## config.mk

```make
export PLATFORM = sky130hd
export DESIGN_NAME = priority_run_queue_core_flat
export DESIGN_NICKNAME = d
export VERILOG_FILES = /design/src/rtl/core/prq_pkg.sv /design/src/rtl/core/prq_req_if.sv /design/src/rtl/core/prq_rsp_if.sv /design/src/rtl/core/priority_run_queue_core.sv /design/src/rtl/core/prq_pick.sv /design/src/flat_wrapper.sv
export SDC_FILE = /design/constraint.sdc
export NUM_CORES = 1
export LEC_CHECK = 0
export ABC_AREA = 1
export BUFFER_PORTS_ARGS = -buffer_cell sky130_fd_sc_hd__buf_2
export CAP_MARGIN = 20
export CORE_MARGIN = 1.5
export CORE_UTILIZATION = 56
export CTS_CLUSTER_SIZE = 20
export DETAILED_ROUTE_END_ITERATION = 10
export PLACE_DENSITY = 0.69
export SLEW_MARGIN = 10
export SYNTH_ARGS = -nofsm -noshare
export SYNTH_HDL_FRONTEND = slang
export SYNTH_HIERARCHICAL = 1
export SYNTH_SLANG_ARGS = --single-unit
```

## constraint.sdc

```tcl
create_clock -name clk -period 3.04 [get_ports clk]
set_input_delay 0.912 -clock clk [delete_from_list [all_inputs] [get_ports clk]]
set_output_delay 0.912 -clock clk [all_outputs]
set_load 0.005 [all_outputs]
```

## src/rtl/core/prq_pkg.sv

```systemverilog
// Package for the priority run-queue scheduler.
// Holds the request and status codes and the fixed field widths.
// No dependencies.
`default_nettype none

package prq_pkg;

  // Fixed widths of the words on the request and result channels.
  localparam int FUNC_W   = 2;
  localparam int PROC_W   = 4;
  localparam int PRIO_W   = 3;
  localparam int STATUS_W = 2;

  // Request codes.
  localparam logic [FUNC_W-1:0] FUNC_ENQ_TAIL = 2'd0;
  localparam logic [FUNC_W-1:0] FUNC_ENQ_HEAD = 2'd1;
  localparam logic [FUNC_W-1:0] FUNC_DEQUEUE  = 2'd2;
  localparam logic [FUNC_W-1:0] FUNC_NOP      = 2'd3;

  // Result status codes.
  localparam logic [STATUS_W-1:0] ST_OK      = 2'd0;
  localparam logic [STATUS_W-1:0] ST_BLOCKED = 2'd1;
  localparam logic [STATUS_W-1:0] ST_QUEUED  = 2'd2;
  localparam logic [STATUS_W-1:0] ST_EMPTY   = 2'd3;

endpackage

`default_nettype wire

```

## src/rtl/core/prq_req_if.sv

```systemverilog
// Request channel of the priority run-queue scheduler.
// Valid/ready handshake carrying one request word; widths from prq_pkg.
`default_nettype none

interface prq_req_if;
  logic                          valid;
  logic                          ready;
  logic [prq_pkg::FUNC_W-1:0]    func;
  logic [prq_pkg::PROC_W-1:0]    proc_id;
  logic [prq_pkg::PRIO_W-1:0]    priority_req;
  logic                          blocked;

  modport source (output valid, func, proc_id, priority_req, blocked, input ready);
  modport sink   (input valid, func, proc_id, priority_req, blocked, output ready);
endinterface

`default_nettype wire

```

## src/rtl/core/prq_rsp_if.sv

```systemverilog
// Result channel of the priority run-queue scheduler.
// Valid/ready handshake carrying one result word; widths from prq_pkg.
`default_nettype none

interface prq_rsp_if;
  logic                          valid;
  logic                          ready;
  logic [prq_pkg::STATUS_W-1:0]  status;
  logic [prq_pkg::PROC_W-1:0]    chosen_proc;
  logic [prq_pkg::PRIO_W-1:0]    chosen_priority;

  modport source (output valid, status, chosen_proc, chosen_priority, input ready);
  modport sink   (input valid, status, chosen_proc, chosen_priority, output ready);
endinterface

`default_nettype wire

```

## src/rtl/core/priority_run_queue_core.sv

```systemverilog
// Top level of the priority run-queue scheduler.
// Depends on prq_pkg, prq_req_if, prq_rsp_if and prq_pick.
//
// Usage:
//   Requests enter on in_chan, a valid/ready channel. Each request word
//   either appends a process to the tail of its level's FIFO, pushes it
//   at the head, dequeues the head of the lowest-numbered non-empty
//   level, or does nothing (NOP). Exactly one result word per request
//   leaves on out_chan. A request is taken into an input register;
//   the lookup, priority encode and list update then run in one pass
//   and the result is loaded into the output register once that
//   register is free. While the receiver takes results, a new request
//   is taken every cycle: one word per clock sustained throughput.
//   The one-pass list update (head/tail/link tables and the level
//   encoder) sets that rate. When the receiver stalls, the output
//   register holds its word and the input register holds the next one;
//   in_chan.ready falls only when both are full.
//   Reset (rst_n low, synchronous) empties every level and marks every
//   process as not queued; no clearing pass is needed.
`default_nettype none

module priority_run_queue_core #(
  parameter int PROC_COUNT  = 16,
  parameter int PRIO_LEVELS = 8
) (
  input  wire logic  clk,
  input  wire logic  rst_n,
  prq_req_if.sink    in_chan,
  prq_rsp_if.source  out_chan
);

  localparam int PW = (PROC_COUNT  > 1) ? $clog2(PROC_COUNT)  : 1;
  localparam int LW = (PRIO_LEVELS > 1) ? $clog2(PRIO_LEVELS) : 1;

  // Queue state.
  logic [PW-1:0]          head_r   [PRIO_LEVELS];
  logic [PW-1:0]          tail_r   [PRIO_LEVELS];
  logic [PW-1:0]          link_r   [PROC_COUNT];
  logic [PRIO_LEVELS-1:0] nonempty_r;
  logic [PROC_COUNT-1:0]  queued_r;

  // Input register.
  logic                          req_valid_r;
  logic [prq_pkg::FUNC_W-1:0]    func_r;
  logic [prq_pkg::PROC_W-1:0]    pid_r;
  logic [prq_pkg::PRIO_W-1:0]    lvl_r;
  logic                          blk_r;

  // Output register.
  logic                          rsp_valid_r;
  logic [prq_pkg::STATUS_W-1:0]  status_r;
  logic [prq_pkg::PROC_W-1:0]    chosen_proc_r;
  logic [prq_pkg::PRIO_W-1:0]    chosen_prio_r;

  // Handshake: the request register advances when the output register frees.
  logic advance;
  logic fire;
  assign advance       = !rsp_valid_r || out_chan.ready;
  assign fire          = req_valid_r && advance;
  assign in_chan.ready = !req_valid_r || advance;

  // Level encoder over the non-empty flags.
  logic          any_ready;
  logic [LW-1:0] pick_lvl;
  prq_pick #(
    .LEVELS (PRIO_LEVELS),
    .LVL_W  (LW)
  ) u_pick (
    .nonempty (nonempty_r),
    .found    (any_ready),
    .level    (pick_lvl)
  );

  // Request decode and insert checks.
  logic          is_insert;
  logic          is_dequeue;
  logic          pid_ok;
  logic [PW-1:0] pid_idx;
  logic [LW-1:0] ins_lvl;
  logic          pid_busy;

  assign is_insert  = (func_r == prq_pkg::FUNC_ENQ_TAIL) || (func_r == prq_pkg::FUNC_ENQ_HEAD);
  assign is_dequeue = (func_r == prq_pkg::FUNC_DEQUEUE);
  assign pid_ok     = (32'(pid_r) < PROC_COUNT);
  assign pid_idx    = PW'(pid_r);
  assign ins_lvl    = (32'(lvl_r) >= PRIO_LEVELS) ? LW'(PRIO_LEVELS - 1) : LW'(lvl_r);
  assign pid_busy   = pid_ok && queued_r[pid_idx];

  // Dequeue candidate.
  logic [PW-1:0] deq_proc;
  logic          deq_last;
  assign deq_proc = head_r[pick_lvl];
  assign deq_last = (deq_proc == tail_r[pick_lvl]);

  // Outcome of the current request.
  logic                          do_insert;
  logic                          do_dequeue;
  logic [prq_pkg::STATUS_W-1:0]  status_nxt;
  logic [prq_pkg::PROC_W-1:0]    chosen_proc_nxt;
  logic [prq_pkg::PRIO_W-1:0]    chosen_prio_nxt;

  always_comb begin
    do_insert       = 1'b0;
    do_dequeue      = 1'b0;
    status_nxt      = prq_pkg::ST_OK;
    chosen_proc_nxt = '0;
    chosen_prio_nxt = '0;
    if (is_insert) begin
      if (blk_r || !pid_ok) begin
        status_nxt = prq_pkg::ST_BLOCKED;
      end else if (pid_busy) begin
        status_nxt = prq_pkg::ST_QUEUED;
      end else begin
        do_insert = 1'b1;
      end
    end else if (is_dequeue) begin
      if (any_ready) begin
        do_dequeue      = 1'b1;
        chosen_proc_nxt = prq_pkg::PROC_W'(deq_proc);
        chosen_prio_nxt = prq_pkg::PRIO_W'(pick_lvl);
      end else begin
        status_nxt = prq_pkg::ST_EMPTY;
      end
    end
  end

  // Control registers.
  always_ff @(posedge clk) begin
    if (!rst_n) begin
      req_valid_r <= 1'b0;
      rsp_valid_r <= 1'b0;
      nonempty_r  <= '0;
      queued_r    <= '0;
    end else begin
      if (in_chan.ready) begin
        req_valid_r <= in_chan.valid;
      end
      if (advance) begin
        rsp_valid_r <= req_valid_r;
      end
      if (fire && do_insert) begin
        nonempty_r[ins_lvl] <= 1'b1;
        queued_r[pid_idx]   <= 1'b1;
      end
      if (fire && do_dequeue) begin
        queued_r[deq_proc] <= 1'b0;
        if (deq_last) begin
          nonempty_r[pick_lvl] <= 1'b0;
        end
      end
    end
  end

  // Payload registers and list tables.
  always_ff @(posedge clk) begin
    if (in_chan.ready && in_chan.valid) begin
      func_r <= in_chan.func;
      pid_r  <= in_chan.proc_id;
      lvl_r  <= in_chan.priority_req;
      blk_r  <= in_chan.blocked;
    end
    if (fire) begin
      status_r      <= status_nxt;
      chosen_proc_r <= chosen_proc_nxt;
      chosen_prio_r <= chosen_prio_nxt;
    end
    if (fire && do_insert) begin
      if (!nonempty_r[ins_lvl]) begin
        head_r[ins_lvl] <= pid_idx;
        tail_r[ins_lvl] <= pid_idx;
      end else if (func_r == prq_pkg::FUNC_ENQ_TAIL) begin
        link_r[tail_r[ins_lvl]] <= pid_idx;
        tail_r[ins_lvl]         <= pid_idx;
      end else begin
        link_r[pid_idx] <= head_r[ins_lvl];
        head_r[ins_lvl] <= pid_idx;
      end
    end
    if (fire && do_dequeue && !deq_last) begin
      head_r[pick_lvl] <= link_r[deq_proc];
    end
  end

  // Result channel.
  assign out_chan.valid           = rsp_valid_r;
  assign out_chan.status          = status_r;
  assign out_chan.chosen_proc     = chosen_proc_r;
  assign out_chan.chosen_priority = chosen_prio_r;

endmodule

`default_nettype wire

```

## src/rtl/core/prq_pick.sv

```systemverilog
// Lowest-numbered non-empty level finder for the run-queue scheduler.
// Pure combinational priority encoder; no package dependencies.
`default_nettype none

module prq_pick #(
  parameter int LEVELS = 8,
  parameter int LVL_W  = 3
) (
  input  wire logic [LEVELS-1:0] nonempty,
  output logic                   found,
  output logic [LVL_W-1:0]       level
);

  // Scan from the lowest-priority level down so that the smallest index wins.
  always_comb begin
    found = 1'b0;
    level = '0;
    for (int i = LEVELS - 1; i >= 0; i--) begin
      if (nonempty[i]) begin
        found = 1'b1;
        level = LVL_W'(i);
      end
    end
  end

endmodule

`default_nettype wire
```

## src/flat_wrapper.sv

```systemverilog
// flat-port wrapper written by rule: the top's interface ports become plain ports
module priority_run_queue_core_flat 
#(
  parameter int PROC_COUNT  = 16,
  parameter int PRIO_LEVELS = 8
)
  (clk, rst_n, in_chan_valid, in_chan_func, in_chan_proc_id, in_chan_priority_req, in_chan_blocked, in_chan_ready, out_chan_valid, out_chan_status, out_chan_chosen_proc, out_chan_chosen_priority, out_chan_ready);
  prq_req_if in_chan_i ();
  prq_rsp_if out_chan_i ();
  input  wire logic clk;
  input  wire logic rst_n;
  input wire logic [$bits(in_chan_i.valid)-1:0] in_chan_valid;
  input wire logic [$bits(in_chan_i.func)-1:0] in_chan_func;
  input wire logic [$bits(in_chan_i.proc_id)-1:0] in_chan_proc_id;
  input wire logic [$bits(in_chan_i.priority_req)-1:0] in_chan_priority_req;
  input wire logic [$bits(in_chan_i.blocked)-1:0] in_chan_blocked;
  output wire logic [$bits(in_chan_i.ready)-1:0] in_chan_ready;
  output wire logic [$bits(out_chan_i.valid)-1:0] out_chan_valid;
  output wire logic [$bits(out_chan_i.status)-1:0] out_chan_status;
  output wire logic [$bits(out_chan_i.chosen_proc)-1:0] out_chan_chosen_proc;
  output wire logic [$bits(out_chan_i.chosen_priority)-1:0] out_chan_chosen_priority;
  input wire logic [$bits(out_chan_i.ready)-1:0] out_chan_ready;
  assign in_chan_i.valid = in_chan_valid;
  assign in_chan_i.func = in_chan_func;
  assign in_chan_i.proc_id = in_chan_proc_id;
  assign in_chan_i.priority_req = in_chan_priority_req;
  assign in_chan_i.blocked = in_chan_blocked;
  assign in_chan_ready = in_chan_i.ready;
  assign out_chan_valid = out_chan_i.valid;
  assign out_chan_status = out_chan_i.status;
  assign out_chan_chosen_proc = out_chan_i.chosen_proc;
  assign out_chan_chosen_priority = out_chan_i.chosen_priority;
  assign out_chan_i.ready = out_chan_ready;
  priority_run_queue_core #(.PROC_COUNT(PROC_COUNT), .PRIO_LEVELS(PRIO_LEVELS)) u_core (.clk(clk), .rst_n(rst_n), .in_chan(in_chan_i), .out_chan(out_chan_i));
endmodule
```

==> results of run 1 <==
cells by family (layout without fill, tap and decap cells):
kind of cell    count (synthesis)  count (layout)  share of synthesized area
other cells                     0               1                          0
buf+inv                       185             277                     0.0849
compound gates                136             136                     0.0838
simple gates                  553             553                      0.261
flops                         176             176                      0.570
routing by layer:
metal | wire length, um | vias up | share of wire
met5 | 10 | - | 0.00045
met4 | 519 | 2 | 0.023
met3 | 1550 | 46 | 0.069
met2 | 10800 | 283 | 0.48
met1 | 9530 | 3375 | 0.43
li1 | - | 3563 | -
sequential cells by signal (all words and copies together), names as in the netlist, named ones only:
| name | cells |
|---|---|
| u_core/queued_r | 16 |
| u_core/head_r | 32 |
| u_core/func_r | 2 |
| u_core/link_r | 64 |
| u_core/ins_lvl | 3 |
| u_core/out_chan.chosen_priority | 3 |
| u_core/out_chan.valid | 1 |
| u_core/blk_r | 1 |
| u_core/tail_r | 32 |
| u_core/pid_idx | 4 |
| u_core/nonempty_r | 8 |
| u_core/out_chan.status | 2 |
| u_core/out_chan.chosen_proc | 4 |
| u_core/req_valid_r | 1 |
final cells by class:
type                            instances  area (sq um)  area share
Clock inverter                         14           131      0.0128
Inverter                              151           569      0.0554
Timing Repair Buffer                   94           728      0.0709
Tap cell                              211           264      0.0257
Antenna cell                            1          2.50    0.000244
Sequential cell                       176          5000       0.487
Multi-Input combinational cell        689          3150       0.307
Clock buffer                           18           429      0.0418
power breakdown:
group | total [W] | leakage, nW | switching (W) | internal (W)
combinational | 0.000498 | 2.55 | 0.000330 | 0.000169
sequential | 0.00267 | 1.57 | 0.0000308 | 0.00264
clock | 0.00206 | 0.261 | 0.000923 | 0.00114
metrics by stage:
step                      area [sq um]  total power, W  setup TNS (ns)  hold WS [ns]
after floorplan                   8760         0.00299               0         0.428
after global placement            9530         0.00319               0         0.437
after detailed placement          9530         0.00319          -0.459         0.443
after CTS                        10100         0.00523               0         0.452
after global routing             10300         0.00540          -0.329         0.467
final                            10300         0.00523               0         0.451
cell usage after synthesis, drive strengths merged:
| master | count |
|---|---|
| o221ai | 2 |
| o21ai | 68 |
| nand3 | 72 |
| and3 | 1 |
| dfxtp | 29 |
| a31oi | 2 |
| nor3 | 12 |
| nand2 | 376 |
| nor2 | 84 |
| edfxtp | 147 |
| or2 | 1 |
| inv | 151 |
| buf | 21 |
| o211ai | 13 |
| nand4 | 7 |
| a21oi | 51 |
| clkbuf | 13 |
repair_timing:
| item | 4_1_cts | 5_1_grt |
|---|---|---|
| setup buffers | 0 | 7 |
| setup endpoints to repair | 40 | 181 |
| hold endpoints to repair | 0 | 0 |
| pin swaps | 0 | 4 |
| resized for setup | 7 | 30 |
how the worst max path moves through the flow:
stage	startpoint	end
finish	u_core/nonempty_r[7]	u_core/head_r[3][0]
floorplan	u_core/nonempty_r[7]	u_core/head_r[1][0]
global route	u_core/pid_idx[0]	u_core/link_r[6][2]
CTS	u_core/nonempty_r[7]	u_core/head_r[6][0]
detailed placement	u_core/nonempty_r[7]	u_core/head_r[3][2]
global placement	u_core/nonempty_r[7]	u_core/head_r[5][2]
worst max-delay path, stage by stage, from the launching register on:
cell and delay [ns]:
dfxtp_2 0.33, or2_1 0.26, nor3_2 0.15, nor2_1 0.06, buf_4 0.16, nor2_4 0.21, nand3_1 0.14, nand2_1 0.13
nor2_2 0.07, buf_12 0.14, nand2_1 0.06, nand2_1 0.06, nor2_2 0.12, nand2_4 0.10, nand2_4 0.12, nand2_1 0.07
nand2_1 0.11, nand2_2 0.11, nor2_4 0.19
==> impl_summary.md, run 1 <==
Run status
The flow ran to the end, and the final reports show no timing, DRC or antenna violations.

Timing
Static timing analysis puts the maximum clock frequency at ~340 MHz. Clock skew on the completed layout was measured at 0.00795 ns. The number of hold violations in the final report is 0.

Setup violations remaining at the end of the flow were counted as 0. The final setup slack of the worst path is 0.120 ns. The ratio of final minimum period to clock period is 0.960.

The count of final max-slew check failures is 0. For the pin with the worst max-slew slack, the measured transition is 0.643 ns. The relative max-transition margin is 0.567. The post-route minimum period is 2.92 ns. Setup repair after global routing could not meet its margin everywhere.

GRT
The met1 usage in global routing is 0.383. Entering global routing, the biggest net connects 34 pins. The via count of the first global-routing pass is 6783. For this run the aggregate overflow at the end of global routing stands at 0. The met2 global-route usage is 0.456. For this run, global-route usage on met3 was measured as 0.0497. The global-route wire length before repair is about 35000 um. The total routing resource utilization after global routing is 0.284. The initial antenna violation count was 2. met2 is the most crowded layer.

Die
From left edge to right edge, the die measures 128 um. The die covers about 16000 sq um. The die is 128 um tall. The initial core utilization is 0.574. Row generation in the floorplan step produced 45 rows. The core area is 15300 sq um. 25 I/O pins were placed.

Synthesis
After synthesis the netlist holds a flip-flop and latch count of 176. Of the synthesized area, sequential elements account for 0.570. The area fraction of the dominant cell type after synthesis is 0.504. The number of nets produced by synthesis is around 1100. By area the synthesized netlist is led by edfxtp_1, nand2_1, dfxtp_1. The netlist area before placement is 8760 sq um.

The largest area contributor in the synthesized netlist is edfxtp_1. The cell count after synthesis is ~1100. During synthesis, Yosys emitted a total of 6 warnings. The post-synthesis cell type count is 30. The synthesized area per cell is 8.35 sq um.

Pwr
The standby leakage power is 4.39 nW. The worst voltage drop across the vdd grid is 0.000458 V. In this run the power density over the cells is 509 nW/um^2.

Clocking
At the later pin of the worst-skew pair, clock insertion delay measures 0.43 ns. The tree built by TritonCTS fans out to 176 sinks. The cell sitting at the root of the clock tree is a clkbuf_16. The number of hold buffers added after CTS was 0. The clock tree synthesis step divided the H-tree into 4 levels. No sink is reached through more buffers than the 2 on the longest clock path. TritonCTS built the clock tree. Clock tree synthesis inserted a total of 17 buffers.

After clock tree synthesis, the clock-pin slew on the worst setup and hold paths is 0.07 ns.

Drt
Detailed routing inserted a total of slightly above 7000 vias. The detail route stage leaves a number of antenna-violating nets equal to 0. The final layout contains routed wiring with a total length of 22400 um. The number of remaining DRC errors is 0. The number of vias per cell is 5.37. The pre-antenna-repair detailed-routing pass consisted of 5 iterations. The DRC violation total after the first TritonRoute iteration is 623. In the final routed layout, each cell accounts on average for 16.5 um.

Critical path
The startpoint kind of the worst setup timing path is a flop. Counting cells, the worst reg-to-reg path comes to 18. The worst reg2reg path endpoint is u_core/head_r[3][0].

The data arrival time of the critical path is 3.04 ns. Data on the critical path is required at its endpoint by 3.17 ns. The critical path is of the flop to flop type. In this run the register-to-register setup slack is 0.12 ns. The peak fanout along the critical path is 9. The endpoint class of the critical path is a flop. The startpoint identified for the worst register-to-register timing path is u_core/nonempty_r[7].

Worst hold path
The tightest min-delay check is of the flop to flop type. The number of instances on the worst hold path is 2. In this run the most critical hold path is launched from u_core/queued_r[2]. The worst hold path terminates at u_core/queued_r[2].

Job
Across the run, the number of max-cap violations was 0.

Final layout
The share of layout cells above drive strength 1 is 0.159. Leaving out fill and tap cells, the most frequent cells in the layout are nand2_1, edfxtp_1, inv_1. The net count of the finished layout is 1143. Fill cells in the final layout number roughly 1200. From synthesis to final layout, the design area changed by 17.2%. The library cell used most frequently in the layout, excluding fill and tap cells, is nand2_1.

The final core utilization is 0.673. Once layout is complete, the cells apart from fillers number around 1400.

Place
Routability-driven placement finished with a final weighted congestion of a little over 0.9. The port buffer count is 24. The worst setup slack before clock tree synthesis is -0.0494 ns.

Summed over all nets, the half-perimeter wirelength after detailed placement is 16300 um. In this run, placement finished with an instance count of ~1300.
No activity file was read; power rests on OpenSTA's default activity.
==> inputs of run 2 (changes only) <==
clock period = 3.6 ns   (was 3.04 ns; I/O delays follow)
==> run 2 against run 1 <==
Net effect: critical path depth grew 5; via count fell by 2.2%; highest routed layer is now met4; utilization down 3.0 points; combinational power decreased by 26%; first-iteration DRC count decreased by 0.16%; clock skew barely moved; maximum frequency shrank 11%; register-to-register slack better by 0.19 ns.
==> impl_summary.md, run 2 (synthesis gave the netlist of run 1 again) <==
Run status
The flow ran to the end, and the final reports show no timing, DRC or antenna violations.

Clocking
The clock transition time at the flip-flop clock pins of the worst setup and hold paths is 0.07 ns (about the same). The buffer levels on the longest clock path came to 2 (unchanged). The buffers inserted during post-CTS setup optimization was 0 (unchanged).

The number of buffers added by the clock tree synthesis step is 17 (unchanged). The post-cts gate resize count came to 0 (-7). TritonCTS built the clock tree.

The clock root buffer is clkbuf_16. The total of hold buffers inserted after clock tree synthesis was 0 (unchanged). The H-tree depth is 4 (unchanged). The insertion delay to the later sink of the worst-skew pair is 0.44 ns (about the same). The number of clock sinks is 176 (unchanged).

Timing
The post-route minimum period is 3.29 ns (+0.369 ns). The maximum clock frequency is 304 MHz (-11%). Setup repair after global routing left no endpoint under its margin. The slew at the pin closest to its max-slew limit came to 0.677 ns (+0.0342 ns).

The clock tree skew after final layout is 0.00773 ns (-0.000222 ns). The relative max-transition margin is 0.544 (-0.0230). The number of hold violations in the final report is 0 (unchanged). The ratio of final minimum period to clock period came to 0.913 (-0.0470). The final setup slack of the worst path is 0.312 ns (+0.191 ns). The count of final max-slew check failures is 0 (unchanged). The summed negative setup slack over all endpoints came to 0 ns (unchanged). The final-report setup violation count is 0 (unchanged).

Place
The worst setup slack before clock tree synthesis came to 0.306 ns (+0.355 ns). The weighted congestion at the end of routability-driven global placement is 0.951 (+2.0%). The placed wire-length estimate was 15700 um (-3.5%). The port buffer count is 24 (unchanged).

Die
The number of top-level design ports is 25 (unchanged). The core area was 15300 sq um (unchanged). The number of rows created at floorplan is 45 (unchanged). The initial core utilization was 0.574 (unchanged).

The die width is 128 um (unchanged). The die area is 16400 sq um (unchanged). The vertical extent of the die was 128 um (unchanged).

Drt
The number of detailed-routing iterations run before antenna repair came to 6 (+1). The number of vias per cell is 5.41 (+0.78%). The DRC violation total after the first TritonRoute iteration came to 622 (-0.16%). The final wirelength is 22400 um (about the same). The final antenna-violating net count is 0 (unchanged). The final routed wire length divided by cell count is 17.1 um (+3.1%). The number of remaining DRC errors is 0 (unchanged). The total vias in the final route was 7109 (-2.2%).

Final layout
The antenna diode count is 0 (-1). The largest registers in the layout are u_core/link_r (64), u_core/head_r (32), u_core/tail_r (32). The sequential cell area in the final layout is 5000 sq um (about the same). The total number of nets in the final design is 1104 (-3.4%). The number of flip-flops under the largest register name was 64 (unchanged). Leaving out fill and tap cells, the most frequent cell in the layout is nand2_1. The number of fillers in the final layout is 1343 (+8.9%). The share of layout cells above drive strength 1 is 0.111 (-0.0488). The area growth from synthesis to layout is 11.9%. The area taken by multi-input logic gates is 3030 sq um (-3.7%). In the layout the commonest cells are nand2_1, edfxtp_1, inv_1. The register name with the most flops is u_core/link_r.

Job
The reported max-cap violation count is 0 (unchanged).

Critical path
The critical path data required time came to 3.67 ns (+0.50 ns). The data arrival time of the critical path is 3.36 ns (+0.32 ns). The worst setup path is of the flop to flop kind. The peak fanout along the critical path is 27 (+18). The startpoint kind of the worst setup timing path is a flop. STA classifies the critical path endpoint as a flop.

GRT
The initial antenna violation count is 0 (-2). The global-route wire length before repair was 35300 um (+0.89%). The via count of the first global-routing pass is 6771 (-0.18%). The maximum number of pins on one net before global-route repair is 39 (+15%).

The final global-route overflow total came to 0 (unchanged). The total routing resource utilization after global routing is 0.288 (+0.00337).

Worst hold path
The type of the worst min-delay path is flop to flop.

Pwr
The total power per unit cell area is 449 nW/um^2 (-12%). The worst voltage drop across the vdd grid is 0.000319 V (-30%). The standby leakage power is 4.18 nW (-4.7%).
-- run 2: layer usage --
metal | GRT usage | vias to the layer above | routed length, um
li1 | - | 3480 | -
met1 | 0.383 | 3275 | 9630
met2 | 0.459 | 302 | 10400
met3 | 0.0593 | 52 | 1600
met4 | 0.124 | 0 | 750
met5 | 0 | - | 0
-- run 2: worst paths after layout --
path,from,endpoint,slack [ns],cells past startpoint
min reg2reg,u_core/queued_r[10],u_core/queued_r[10],0.45,2
min,u_core/queued_r[10],u_core/queued_r[10],0.45,2
max,u_core/nonempty_r[6],u_core/head_r[5][1],0.31,23
max reg2reg,u_core/nonempty_r[6],u_core/head_r[5][1],0.31,23
-- run 2: cell type report --
type	instances	share of cell area
Sequential cell	176	0.509
Tap cell	211	0.0269
Clock buffer	17	0.0434
Multi-Input combinational cell	689	0.309
Timing Repair Buffer	55	0.0385
Clock inverter	15	0.0147
Inverter	151	0.0580
-- run 2: critical path, cell delays in order, from the launching register on --
cell and delay (ns):
dfxtp_1 0.35, inv_1 0.05, nand2_1 0.05, nand2_1 0.05, nand2_1 0.06, nand2_1 0.05, nand2_1 0.07, a21oi_2 0.06
buf_4 0.14, inv_4 0.24, buf_4 0.25, nand2_1 0.07, nand3_1 0.06, nand2_1 0.10, inv_1 0.07, nand2_1 0.05
nand2_1 0.05, nand2_1 0.05, nor2_1 0.17, nand2_4 0.08, buf_4 0.17, nand3_1 0.09, nand3_2 0.15, nor2_1 0.44
-- run 2: report_power, final --
group | switching (W) | leakage [nW] | internal [W] | total [W]
combinational | 0.000257 | 2.33 | 0.000111 | 0.000368
clock | 0.000854 | 0.283 | 0.000918 | 0.00177
sequential | 0.0000338 | 1.57 | 0.00223 | 0.00226
-- run 2: through the flow --
step	cells	utilization	area [sq um]	power, W	hold WS [ns]
after global placement	1282	0.605	9240	0.00266	0.439
final	1314	0.643	9810	0.00440	0.451
after floorplan	1050	-	8760	0.00253	0.428
after detailed placement	1282	0.605	9240	0.00266	0.441
after global routing	1314	0.643	9810	0.00453	0.463
after CTS	1314	0.643	9810	0.00442	0.452
==> inputs of run 3 (changes only) <==
--- a/config.mk
+++ b/config.mk
@@ -11,4 +11,5 @@
 export CORE_MARGIN = 1.5
 export CORE_UTILIZATION = 56
+export CTS_BUF_LIST = sky130_fd_sc_hd__clkbuf_4
 export CTS_CLUSTER_SIZE = 20
 export DETAILED_ROUTE_END_ITERATION = 10
==> constraint.sdc (replaced) <==
create_clock -name clk -period 3.6 [get_ports clk]
set_input_delay 0.36 -clock clk [delete_from_list [all_inputs] [get_ports clk]]
set_output_delay 0.36 -clock clk [all_outputs]
set_load 0.005 [all_outputs]
==> run 3 against run 2 <==
Net effect: cell count grew 0.68%; sequential share of layout area up 1.0 points; die area is the same; first-iteration DRC count increased by 20%; worst hold slack worse by 0.40 ns; wire length is 1.3% lower; clock-buffer cell count up 2; final area is 2.0% lower; critical endpoint is now u_core/head_r[3][0]; largest cell class unchanged; highest routed layer unchanged.
==> impl_summary.md, run 3 (synthesis gave the netlist of run 1 again) <==
Drt
The final wirelength is 22100 um (-1.3%). The number of vias per cell came to 5.40 (-0.19%). The total vias in the final route is 7144 (+0.49%). The number of detailed-routing iterations run before antenna repair is 6 (unchanged). The DRC violation total after the first TritonRoute iteration is 748 (+20%).

The number of remaining DRC errors was 0 (unchanged). The final antenna-violating net count was 0 (unchanged). The final routed wire length divided by cell count is 16.7 um (-2.0%).

Clocking
TritonCTS built the clock tree. The insertion delay to the later sink of the worst-skew pair is 0.58 ns (+0.14 ns). The number of clock sinks is 176 (unchanged).

The buffer levels on the longest clock path is 2 (unchanged). The H-tree depth came to 4 (unchanged). The clock transition time at the flip-flop clock pins of the worst setup and hold paths is 0.13 ns (+0.06 ns).

The cell sitting at the root of the clock tree is a clkbuf_4. The number of buffers added by the clock tree synthesis step came to 17 (unchanged).

Critical path
The peak fanout along the critical path came to 35 (+30%). STA classifies the critical path startpoint as a flop. The stage delay of the slowest cell on the critical path is 0.40 ns (-0.04 ns).

The logic depth of the worst register-to-register path is 22 (-4.3%). Walking the worst path, the cells encountered are inv_1, nand2_1, nand2_1, nand2_1, nand2_1, a21oi_2, buf_12, inv_4, buf_4, nand2_1, nand3_1, nand2_1, nor2_1, nand2_1, nand2_1, nor2_2, nand2_4, nand2_4, nand2_1, nand2_1, nand2_1, nor2_1. The worst path buffer plus inverter count came to 4 (-2). The endpoint class of the critical path is a flop. The category of the critical setup timing path is flop to flop. The worst reg2reg path endpoint is u_core/head_r[3][0]. The register-to-register setup slack came to 0.36 ns (+0.05 ns). The start of the worst register-to-register path is u_core/nonempty_r[5]. The cell family with the largest share of critical-path delay is simple AND/OR/NAND/NOR gates. The data arrival time of the critical path is 3.48 ns (+0.12 ns). The cell type of the slowest stage on the worst timing path is dfxtp_1.

The critical path data required time is 3.84 ns (+0.17 ns). Counting stages on the worst path, the most repeated cell is nand2_1.

Timing
The summed negative setup slack over all endpoints is 0 ns (unchanged). The slew at the pin closest to its max-slew limit is 0.727 ns (+0.0496 ns). The clock tree skew after final layout was 0.0232 ns (+0.0155 ns). Setup repair after global routing left no endpoint under its margin. The maximum clock frequency is 309 MHz (+1.6%). The number of hold violations in the final report is 0 (unchanged). The relative max-transition margin came to 0.516 (-0.0283). The final setup slack of the worst path is 0.364 ns (+0.0520 ns). The ratio of final minimum period to clock period is 0.899 (-0.0144). The final-report setup violation count came to 0 (unchanged).

The count of final max-slew check failures is 0 (unchanged). The worst-case hold slack is 0.0542 ns (-0.397 ns). The post-route minimum period was 3.24 ns (-0.0520 ns).

Die
The core area was 15300 sq um (unchanged). The number of top-level design ports came to 25 (unchanged). The die area came to 16400 sq um (unchanged). The number of rows created at floorplan is 45 (unchanged). The initial core utilization is 0.574 (unchanged). The vertical extent of the die is 128 um (unchanged).

The die width is 128 um (unchanged).

Final layout
The sequential cell area in the final layout is 5000 sq um (unchanged). The number of flip-flops under the largest register name is 64 (unchanged). The final design area excluding fillers is 9610 sq um (-2.0%). The share of layout cells above drive strength 1 is 0.105 (-0.00520). In the final layout, the registers with the most flip-flops are u_core/link_r (64), u_core/head_r (32), u_core/tail_r (32). The area taken by multi-input logic gates was 3030 sq um (unchanged). The final cell count without fillers was 1323 (+0.68%). The layout overhead on the synthesized area is 9.69%. The register name with the most flops is u_core/link_r. The total number of nets in the final design is 1111 (+0.63%).

Leaving out fill and tap cells, the most frequent cells in the layout are nand2_1, edfxtp_1, inv_1. The number of fillers in the final layout is 1331 (-0.89%). The library cell used most frequently in the layout, excluding fill and tap cells, is nand2_1.

Pwr
The worst voltage drop across the vdd grid is 0.000283 V (-11%). The total power per unit cell area was 389 nW/um^2 (-13%). The standby leakage power is 4.07 nW (-2.7%).

Place
The cell total after placement came to 1279 (-0.23%). The placed wire-length estimate is 15800 um (+0.21%). The weighted congestion at the end of routability-driven global placement is 0.958 (+0.71%). The cell area after placement is 9230 sq um (-0.11%). The port buffer count is 24 (unchanged). The worst setup slack before clock tree synthesis came to 0.400 ns (+0.0946 ns).

Worst hold path
The number of instances on the worst hold path is 4 (+2). The worst hold path terminates at u_core/out_chan.valid. The worst hold path belongs to the class input pin to flop. In this run the most critical hold path is launched from out_chan_ready.

GRT
The final global-route overflow total is 0 (unchanged). The total routing resource utilization after global routing is 0.287 (-0.000507). The maximum number of pins on one net before global-route repair is 37 (-5.1%).

The initial antenna violation count is 1 (+1). The via count of the first global-routing pass came to 6670 (-1.5%). The global-route wire length before repair came to 35300 um (+0.12%).

Job
The reported max-cap violation count was 0 (unchanged).

Run status
The run finished with clean final reports.
==> run 3: cell count changes in the layout (fill, tap and decap cells not counted), sizes merged <==
cell	delta
clkinvlp	+4
buf	-3
bufinv	+2
dlygate4sd3	+10
inv	-6
clkinv	-2
clkbuf	+2
diode	+2
==> run 3: timing repair <==
item	4_1_cts	5_1_grt
endpoints found under the hold margin	11	0
hold buffers	10	0
setup buffers	0	0
resized for setup	0	0
==> run 3: how the worst max path moves through the flow <==
stage,start,end,slack (ns),cells after the start
2_1_floorplan,u_core/nonempty_r[7],u_core/head_r[1][0],0.90,15
3_3_place_gp,u_core/nonempty_r[5],u_core/head_r[3][0],0.46,22
3_5_place_dp,u_core/nonempty_r[5],u_core/head_r[4][0],0.40,22
4_1_cts,u_core/nonempty_r[5],u_core/head_r[4][1],0.39,22
5_1_grt,u_core/nonempty_r[5],u_core/head_r[1][0],0.03,22
6_report,u_core/nonempty_r[5],u_core/head_r[3][0],0.36,22
==> run 3: where the power goes <==
| part | internal [W] | switching, W | total (W) |
|---|---|---|---|
| Sequential | 0.00222 | 0.0000298 | 0.00225 |
| Clock | 0.000428 | 0.000676 | 0.00110 |
| Combinational | 0.000117 | 0.000261 | 0.000378 |
| Total | 0.00277 | 0.000967 | 0.00374 |
==> run 3: worst register-to-register path, cell delays in order (launching register included) <==
cell	delay [ns]
dfxtp_1	0.40
inv_1	0.07
nand2_1	0.06
nand2_1	0.04
nand2_1	0.05
nand2_1	0.05
a21oi_2	0.17
buf_12	0.21
inv_4	0.14
buf_4	0.22
nand2_1	0.09
nand3_1	0.11
nand2_1	0.12
nor2_1	0.05
nand2_1	0.06
nand2_1	0.06
nor2_2	0.12
nand2_4	0.11
nand2_4	0.13
nand2_1	0.06
nand2_1	0.09
nand2_1	0.11
nor2_1	0.39
==> run 3: routing by layer <==
layer,track usage,share of wire
met3,0.0417,0.065
met1,0.397,0.44
met4,0.0985,0.019
met5,0,0
met2,0.468,0.48
==> run 3: final cells by class <==
class	count	area share
clock inverter	13	0.0143
timing repair buffer	62	0.0487
multi-input combinational	689	0.315
tap	211	0.0275
sequential	176	0.520
clock buffer	19	0.0148
antenna	2	0.000521
inverter	151	0.0592
==> run 3: stage by stage <==
stage | utilization | power, W
5_1_grt | 0.630 | 0.00388
6_report | 0.630 | 0.00374
4_1_cts | 0.630 | 0.00375
3_3_place_gp | 0.605 | 0.00266
3_5_place_dp | 0.605 | 0.00266
2_1_floorplan | - | 0.00253
